**src/sv/bvte_pkg.sv**
```systemverilog
// Shared types, opcodes and helpers for the binary value token encoder.
// No dependencies; every other file in sv/ refers to this package by scope.
package bvte_pkg;

  typedef enum logic [3:0] {
    OP_NULL     = 4'd0,
    OP_FALSE    = 4'd1,
    OP_TRUE     = 4'd2,
    OP_INT      = 4'd3,
    OP_FLOAT    = 4'd4,
    OP_DOUBLE   = 4'd5,
    OP_ARRLEN   = 4'd6,
    OP_ARRSTART = 4'd7,
    OP_ARREND   = 4'd8,
    OP_OBJLEN   = 4'd9,
    OP_OBJSTART = 4'd10,
    OP_OBJEND   = 4'd11,
    OP_STRHDR   = 4'd12,
    OP_BYTESHDR = 4'd13
  } op_t;

  // Fixed header bytes
  localparam logic [7:0] HDR_NULL     = 8'h00;
  localparam logic [7:0] HDR_FALSE    = 8'h02;
  localparam logic [7:0] HDR_TRUE     = 8'h03;
  localparam logic [7:0] HDR_END      = 8'h01;
  localparam logic [7:0] HDR_ARRSTART = 8'h2F;
  localparam logic [7:0] HDR_OBJSTART = 8'h3F;
  localparam logic [7:0] HDR_FLOAT    = 8'h05;
  localparam logic [7:0] HDR_DOUBLE   = 8'h06;
  localparam logic [7:0] HEAD_POSINT  = 8'h40;
  localparam logic [7:0] HEAD_NEGINT  = 8'h60;
  localparam logic [7:0] HEAD_ARR     = 8'h20;
  localparam logic [7:0] HEAD_OBJ     = 8'h30;
  localparam logic [7:0] HEAD_STR     = 8'hC0;
  localparam logic [7:0] HEAD_BYTES   = 8'h80;

  localparam logic [7:0] INT_BASE     = 8'd23;
  localparam logic [7:0] LIM_SHORT    = 8'd10;
  localparam logic [7:0] LIM_LONG     = 8'd59;

  localparam int QDEPTH = 2;

  // One classified token: header byte, payload word and payload byte count
  typedef struct packed {
    logic [7:0]  head;
    logic [63:0] payload;
    logic [3:0]  nbytes;
  } desc_t;

  // Fewest bytes that hold v, at least one
  function automatic logic [3:0] byte_count(input logic [63:0] v);
    logic [3:0] n;
    n = 4'd1;
    for (int i = 1; i < 8; i++) begin
      if (v[8*i +: 8] != 8'd0) begin
        n = 4'(i + 1);
      end
    end
    return n;
  endfunction

endpackage

```
**src/sv/bvte_front.sv**
```systemverilog
// Front end: classify one token into header, payload and payload length.
// Depends on bvte_pkg.
module bvte_front (
  input  logic [3:0]       opcode,
  input  logic [63:0]      int_value,
  input  logic [63:0]      raw_value,
  output logic             known,
  output bvte_pkg::desc_t  desc
);

  logic        positive;
  logic        int_small;
  logic [63:0] int_excess;
  logic [3:0]  int_n;
  logic [7:0]  len_head;
  logic [7:0]  len_lim;
  logic        len_small;
  logic [63:0] len_diff;
  logic [63:0] len_excess;
  logic [3:0]  len_n;
  logic [4:0]  neg_mag;

  always_comb begin
    positive = !int_value[63] && (int_value != 64'd0);
    // negative excess is -v - 24 == ~v - 23
    int_excess = positive ? (int_value - 64'd25) : (~int_value - 64'd23);
    int_small  = positive ? (int_value <= 64'd24) : ($signed(int_value) >= -64'sd23);
    int_n      = bvte_pkg::byte_count(int_excess);
    neg_mag    = 5'd0 - int_value[4:0];

    case (opcode)
      bvte_pkg::OP_ARRLEN: begin
        len_head = bvte_pkg::HEAD_ARR;
        len_lim  = bvte_pkg::LIM_SHORT;
      end
      bvte_pkg::OP_OBJLEN: begin
        len_head = bvte_pkg::HEAD_OBJ;
        len_lim  = bvte_pkg::LIM_SHORT;
      end
      bvte_pkg::OP_STRHDR: begin
        len_head = bvte_pkg::HEAD_STR;
        len_lim  = bvte_pkg::LIM_LONG;
      end
      default: begin
        len_head = bvte_pkg::HEAD_BYTES;
        len_lim  = bvte_pkg::LIM_LONG;
      end
    endcase
    len_small  = raw_value <= {56'd0, len_lim};
    len_diff   = raw_value - {56'd0, len_lim};
    // header has room for four count bytes: saturate the excess
    len_excess = (len_diff[63:32] != 32'd0) ? 64'h0000_0000_FFFF_FFFF : len_diff;
    len_n      = bvte_pkg::byte_count(len_excess);

    known        = 1'b1;
    desc.head    = bvte_pkg::HDR_NULL;
    desc.payload = 64'd0;
    desc.nbytes  = 4'd0;
    case (opcode)
      bvte_pkg::OP_NULL:     desc.head = bvte_pkg::HDR_NULL;
      bvte_pkg::OP_FALSE:    desc.head = bvte_pkg::HDR_FALSE;
      bvte_pkg::OP_TRUE:     desc.head = bvte_pkg::HDR_TRUE;
      bvte_pkg::OP_ARRSTART: desc.head = bvte_pkg::HDR_ARRSTART;
      bvte_pkg::OP_OBJSTART: desc.head = bvte_pkg::HDR_OBJSTART;
      bvte_pkg::OP_ARREND,
      bvte_pkg::OP_OBJEND:   desc.head = bvte_pkg::HDR_END;
      bvte_pkg::OP_FLOAT: begin
        desc.head    = bvte_pkg::HDR_FLOAT;
        desc.payload = {32'd0, raw_value[31:0]};
        desc.nbytes  = 4'd4;
      end
      bvte_pkg::OP_DOUBLE: begin
        desc.head    = bvte_pkg::HDR_DOUBLE;
        desc.payload = raw_value;
        desc.nbytes  = 4'd8;
      end
      bvte_pkg::OP_INT: begin
        if (int_small) begin
          desc.head = positive
                    ? (bvte_pkg::HEAD_POSINT | {3'd0, int_value[4:0] - 5'd1})
                    : (bvte_pkg::HEAD_NEGINT | {3'd0, neg_mag});
        end else begin
          desc.head    = (positive ? bvte_pkg::HEAD_POSINT : bvte_pkg::HEAD_NEGINT)
                       | (bvte_pkg::INT_BASE + {4'd0, int_n});
          desc.payload = int_excess;
          desc.nbytes  = int_n;
        end
      end
      bvte_pkg::OP_ARRLEN,
      bvte_pkg::OP_OBJLEN,
      bvte_pkg::OP_STRHDR,
      bvte_pkg::OP_BYTESHDR: begin
        if (len_small) begin
          desc.head = len_head | raw_value[7:0];
        end else begin
          desc.head    = len_head | (len_lim + {4'd0, len_n});
          desc.payload = len_excess;
          desc.nbytes  = len_n;
        end
      end
      default: known = 1'b0;
    endcase
  end

endmodule

```
**src/sv/bvte_queue.sv**
```systemverilog
// Two-entry descriptor queue between the front and back ends.
// Depends on bvte_pkg.
module bvte_queue (
  input  logic             clk,
  input  logic             rst,
  input  logic             push,
  input  bvte_pkg::desc_t  push_desc,
  input  logic             pop,
  output bvte_pkg::desc_t  head_desc,
  output logic             not_empty,
  output logic             full
);

  bvte_pkg::desc_t entries [bvte_pkg::QDEPTH];
  logic       wr_ptr;
  logic       rd_ptr;
  logic [1:0] count;

  assign not_empty = count != 2'd0;
  assign full      = count == 2'(bvte_pkg::QDEPTH);
  assign head_desc = entries[rd_ptr];

  always_ff @(posedge clk) begin
    if (push) begin
      entries[wr_ptr] <= push_desc;
    end
  end

  always_ff @(posedge clk) begin
    if (rst) begin
      wr_ptr <= 1'b0;
      rd_ptr <= 1'b0;
      count  <= 2'd0;
    end else begin
      if (push) wr_ptr <= ~wr_ptr;
      if (pop)  rd_ptr <= ~rd_ptr;
      case ({push, pop})
        2'b10:   count <= count + 2'd1;
        2'b01:   count <= count - 2'd1;
        default: count <= count;
      endcase
    end
  end

endmodule

```
**src/sv/bvte_back.sv**
```systemverilog
// Back end: serialize one descriptor as header byte then payload bytes.
// Depends on bvte_pkg.
module bvte_back (
  input  logic             clk,
  input  logic             rst,
  input  logic             q_not_empty,
  input  bvte_pkg::desc_t  q_desc,
  output logic             q_pop,
  output logic             strobe,
  output logic [7:0]       out_byte,
  output logic             last_byte
);

  logic [71:0] shreg;
  logic [3:0]  remain;

  // take the next descriptor when the current one is done or on its last byte
  assign q_pop = q_not_empty && (remain <= 4'd1);

  always_ff @(posedge clk) begin
    if (rst) begin
      remain <= 4'd0;
      strobe <= 1'b0;
    end else begin
      strobe <= remain != 4'd0;
      if (q_pop) begin
        remain <= q_desc.nbytes + 4'd1;
      end else if (remain != 4'd0) begin
        remain <= remain - 4'd1;
      end
    end
  end

  always_ff @(posedge clk) begin
    out_byte  <= shreg[7:0];
    last_byte <= remain == 4'd1;
    if (q_pop) begin
      shreg <= {q_desc.payload, q_desc.head};
    end else begin
      shreg <= {8'd0, shreg[71:8]};
    end
  end

endmodule

```
**src/sv/binary_value_token_encoder.sv**
```systemverilog
// Top level of the binary value token encoder.
// Depends on bvte_pkg, bvte_front, bvte_queue and bvte_back.
//
// Usage:
//   Input channel: drive opcode, int_value and raw_value and raise start;
//   the token is taken at a rising edge where start is high and busy is low.
//   Output channel: each encoded byte appears on out_byte for one cycle with
//   strobe high; last_byte marks the final beat of a token. The receiver
//   must take every beat; there is no back pressure on the output.
// Path: when the back end is idle, the first beat of a token passes from the
//   queue entry through the back end's shift register to its output register.
// Throughput: one output beat per cycle while tokens are queued; a token is
//   1 + payload-byte-count beats (1 to 9). The serializer in the back end sets
//   this rate; the two-entry queue lets the front accept tokens while it drains.
// Tokens with opcodes 14 and 15 are accepted and dropped with no output.
// Reset (synchronous, active high) empties the queue and the serializer;
// busy is low right after reset.
module binary_value_token_encoder (
  input  logic        clk,
  input  logic        rst,
  input  logic        start,
  output logic        busy,
  input  logic [3:0]  opcode,
  input  logic [63:0] int_value,
  input  logic [63:0] raw_value,
  output logic        strobe,
  output logic [7:0]  out_byte,
  output logic        last_byte
);

  bvte_pkg::desc_t front_desc;
  bvte_pkg::desc_t q_desc;
  logic            known;
  logic            q_full;
  logic            q_not_empty;
  logic            q_pop;
  logic            push;

  // hold off new tokens while the queue is full
  assign busy = q_full;
  // drop undefined opcodes at the front: accepted, never queued
  assign push = start && !q_full && known;

  bvte_front u_front (
    .opcode    (opcode),
    .int_value (int_value),
    .raw_value (raw_value),
    .known     (known),
    .desc      (front_desc)
  );

  bvte_queue u_queue (
    .clk       (clk),
    .rst       (rst),
    .push      (push),
    .push_desc (front_desc),
    .pop       (q_pop),
    .head_desc (q_desc),
    .not_empty (q_not_empty),
    .full      (q_full)
  );

  bvte_back u_back (
    .clk         (clk),
    .rst         (rst),
    .q_not_empty (q_not_empty),
    .q_desc      (q_desc),
    .q_pop       (q_pop),
    .strobe      (strobe),
    .out_byte    (out_byte),
    .last_byte   (last_byte)
  );

endmodule

```
**config.mk**
```make
export PLATFORM = sky130hd
export DESIGN_NAME = binary_value_token_encoder
export DESIGN_NICKNAME = d
export VERILOG_FILES = /design/src/sv/bvte_pkg.sv /design/src/sv/bvte_front.sv /design/src/sv/bvte_queue.sv /design/src/sv/bvte_back.sv /design/src/sv/binary_value_token_encoder.sv
export SDC_FILE = /design/constraint.sdc
export NUM_CORES = 1
export LEC_CHECK = 0
export BUFFER_PORTS_ARGS = -buffer_cell sky130_fd_sc_hd__buf_2
export CAP_MARGIN = 25
export CORE_UTILIZATION = 36
export CTS_CLUSTER_SIZE = 28
export DETAILED_ROUTE_END_ITERATION = 8
export GPL_ROUTABILITY_DRIVEN = 1
export GPL_TIMING_DRIVEN = 1
export PLACE_DENSITY = 0.59
export SYNTH_ARGS = -nofsm -noshare
export SYNTH_HDL_FRONTEND = slang
export SYNTH_SLANG_ARGS = --single-unit
export TNS_END_PERCENT = 5
```
**constraint.sdc**
```tcl
create_clock -name clk -period 7.2 [get_ports clk]
set_clock_uncertainty 0.15 [all_clocks]
set_input_delay 1.8 -clock clk [delete_from_list [all_inputs] [get_ports clk]]
set_output_delay 1.8 -clock clk [all_outputs]
set_load 0.01 [all_outputs]
```
==> impl_metrics.yaml <==
route:
  wirelength_microns: 48400
  dr.pass1.iters: 5
  drt_iter0_drc: 1028
  vias: 13006
  via_per_inst: 5.75
  drc_errors: 0
  postRouteAntennaNets: 0
  wl_per_cell_microns: 21.4
die:
  rows: 72
  core-area_sq_um: 38900
  die_h_microns: 201
  die-area_sq_um: 40500
  initial_core_util_pct: 36.8
  io_pins: 146
  die_x_microns: 201
clocking:
  cts_hold_buffers: 0
  cts_tree: "yes"
  worstSkewPairLatency_ns: 0.49
  cts_made_buffers: 21
  cts.sinks: 243
  htreeDepth: 1
  root_buffer: "clkbuf_16"
  clockBufferDepth: 3
  clk_pin_slew_ns: 0.06
power:
  power_density_nw_per_um2: 251
  total_leakage_power_nw: 5.94
  vdd.ir_drop.worst_mv: 0.178
hold_path:
  hold_class: "flop to flop"
  min_path_cells: 0
placed_design:
  dp.cells: 2222
  gp_congestion: 0.919
  portBuffers: 145
  place_hpwl_microns: 37600
setup_path:
  end_kind: "flop"
  cp_max_fo: 5
  start_kind: "input port"
  r2r_slack_ns: 4.24
  critPathArrivalTime_ns: 6.90
  crit_required_ns: 7.27
  reg2reg_depth: 6
  critPathKind: "input port to flop"
global_route:
  grt.met2_usage_pct: 38.9
  antenna_found_initial: 3
  grt_use_met3_pct: 1.88
  grt.overflow.total: 0
  track_usage_pct: 23.3
  grt_max_degree: 95
  grtUsageMet1_pct: 32.5
  grt.busiest_layer: "met2"
  grt_pass1_vias: 12363
  grt_pass1_wl_microns: 73400
layout:
  syn2layout_area_growth_pct: 17.8
  drive_gt1_share_pct: 18.3
  multi_input_area_sq_um: 7490
  final_cells: 2262
  n_fill_cell: 3927
  final_cell_mix: "nand2_1 (194), edfxtp_1 (152), o21ai_0 (150), buf_2 (145), mux2i_1 (102)"
  utilization_pct: 43.3
  seqCellArea_sq_um: 6390
  layout_commonest_cell: "nand2_1"
  nets: 1875
timing:
  drv_slew: 0
  setup_viol: 0
  rsz0062_at_grt: "false"
  min_period_ns: 6.83
  final.period_utilization_pct: 94.8
  fin_setup_tns_ns: 0
  finalHoldViolations: 0
  relSlewSlack_pct: 28.1
  fmax_ghz: 0.146
  worst_pin_slew_ns: 1.08
status:
  status: "finished clean"
yosys:
  netlist_instances: 1551
  synth_cell_types: 82
  syn-cell-area_sq_um: 14300
  synth_warnings: 0
  seq_area_frac_synth_pct: 44.6
  synth_edf_count: 152
  ys_ff_latch: 243
  ys.flop_type: "edfxtp_1"
  synth_nets: 1699
  async_reset_ff_share_pct: 0
  syn_avg_cell_area_sq_um: 9.22
job:
  drv_cap: 0
## worst paths after layout
path | start | end
min reg2reg | u_back.shreg[4]$_DFF_P_ | u_back.out_byte[4]$_DFF_P_
max reg2reg | flop | u_back.remain[2]$_SDFFE_PP0P_
min | u_back.shreg[4]$_DFF_P_ | u_back.out_byte[4]$_DFF_P_
max | opcode[0] | u_queue.entries[1][70]$_DFFE_PP_
## layout make-up
type	count	area share, %
antenna	3	0.0446
clock buffer	27	3.56
clock inverter	10	0.468
inverter	36	0.802
multi-input combinational	1179	44.5
sequential	243	37.9
tap	518	3.85
timing repair buffer	246	8.88
## registers in the layout (all words and copies together), names as in the netlist, named ones only
name	cells
u_back.strobe	1
u_back.remain	4
u_queue.count	2
u_queue.entries	152
u_back.out_byte	8
u_queue.wr_ptr	1
u_back.shreg	72
u_back.last_byte	1
u_queue.rd_ptr	1
## stage by stage
step           worst slack, ns  total power [mW]  hold slack, ns  area (sq um)
2_1_floorplan          0.00689              2.78           0.160         14300
3_3_place_gp           -0.0960              3.16           0.161         16100
3_5_place_dp            -0.181              3.18           0.164         16100
4_1_cts                  0.335              4.27           0.180         16800
5_1_grt                0.00390              4.49           0.188         16800
6_report                 0.371              4.23           0.177         16800
## what timing repair did
action                                  4_1_cts  5_1_grt
setup buffers                                 0        0
gates resized for setup                       0        3
endpoints found under the setup margin        0        2
## synth_stat cells (30+ instances only)
cell      count  area share (%)
o21ai_0     150             5.2
inv_1        33            0.87
nand2_1     194             5.1
mux2i_1     102             7.1
nor3_1       55             1.9
dfxtp_1      91              13
edfxtp_1    152              32
clkbuf_1     80             2.1
a21oi_1      46             1.6
nor4_1       43             1.9
xor2_1       30             1.8
nor2_1      101             2.7
nand4_1      38             1.7
xnor2_1      56             3.4
nand3_1      54             1.9
## cell families (layout without fill, tap and decap cells)
logic type | after synthesis | in the layout | synth area share, %
compound gates | 343 | 343 | 15.1
xor+xnor | 86 | 86 | 5.27
fa+ha+maj | 15 | 15 | 1.28
buf+inv | 129 | 319 | 3.59
flops | 243 | 243 | 44.6
mux | 107 | 107 | 7.53
other cells | 0 | 3 | 0
simple gates | 628 | 628 | 22.6
## critical path, stage by stage
cell and delay, ns:
buf_2 0.12, nand2b_1 0.16, o22ai_2 0.20, ha_1 0.27
a31o_2 0.20, a2111oi_1 0.41, o21ai_1 0.12, buf_4 0.18
o41ai_1 0.24, o2111ai_1 0.18, or3_1 0.39, or4_1 0.62
a41oi_2 0.24, ha_1 0.20, inv_1 0.04, ha_1 0.16
inv_1 0.07, ha_1 0.22, mux2_2 0.28, maj3_1 0.36
a221oi_1 0.30, o211ai_1 0.15
## per-layer routing
| layer | wire length (microns) | vias up |
|---|---|---|
| met2 | 22700 | 471 |
| met4 | 1250 | 2 |
| met1 | 21800 | 6293 |
| li1 | - | 6173 |
| met3 | 2610 | 67 |
| met5 | 17 | - |
## power breakdown
group | total [mW] | switching [mW] | internal (mW)
Combinational | 1.16 | 0.717 | 0.439
Clock | 1.10 | 0.472 | 0.625
Sequential | 1.98 | 0.130 | 1.85
No activity file was read; power rests on OpenSTA's default activity.
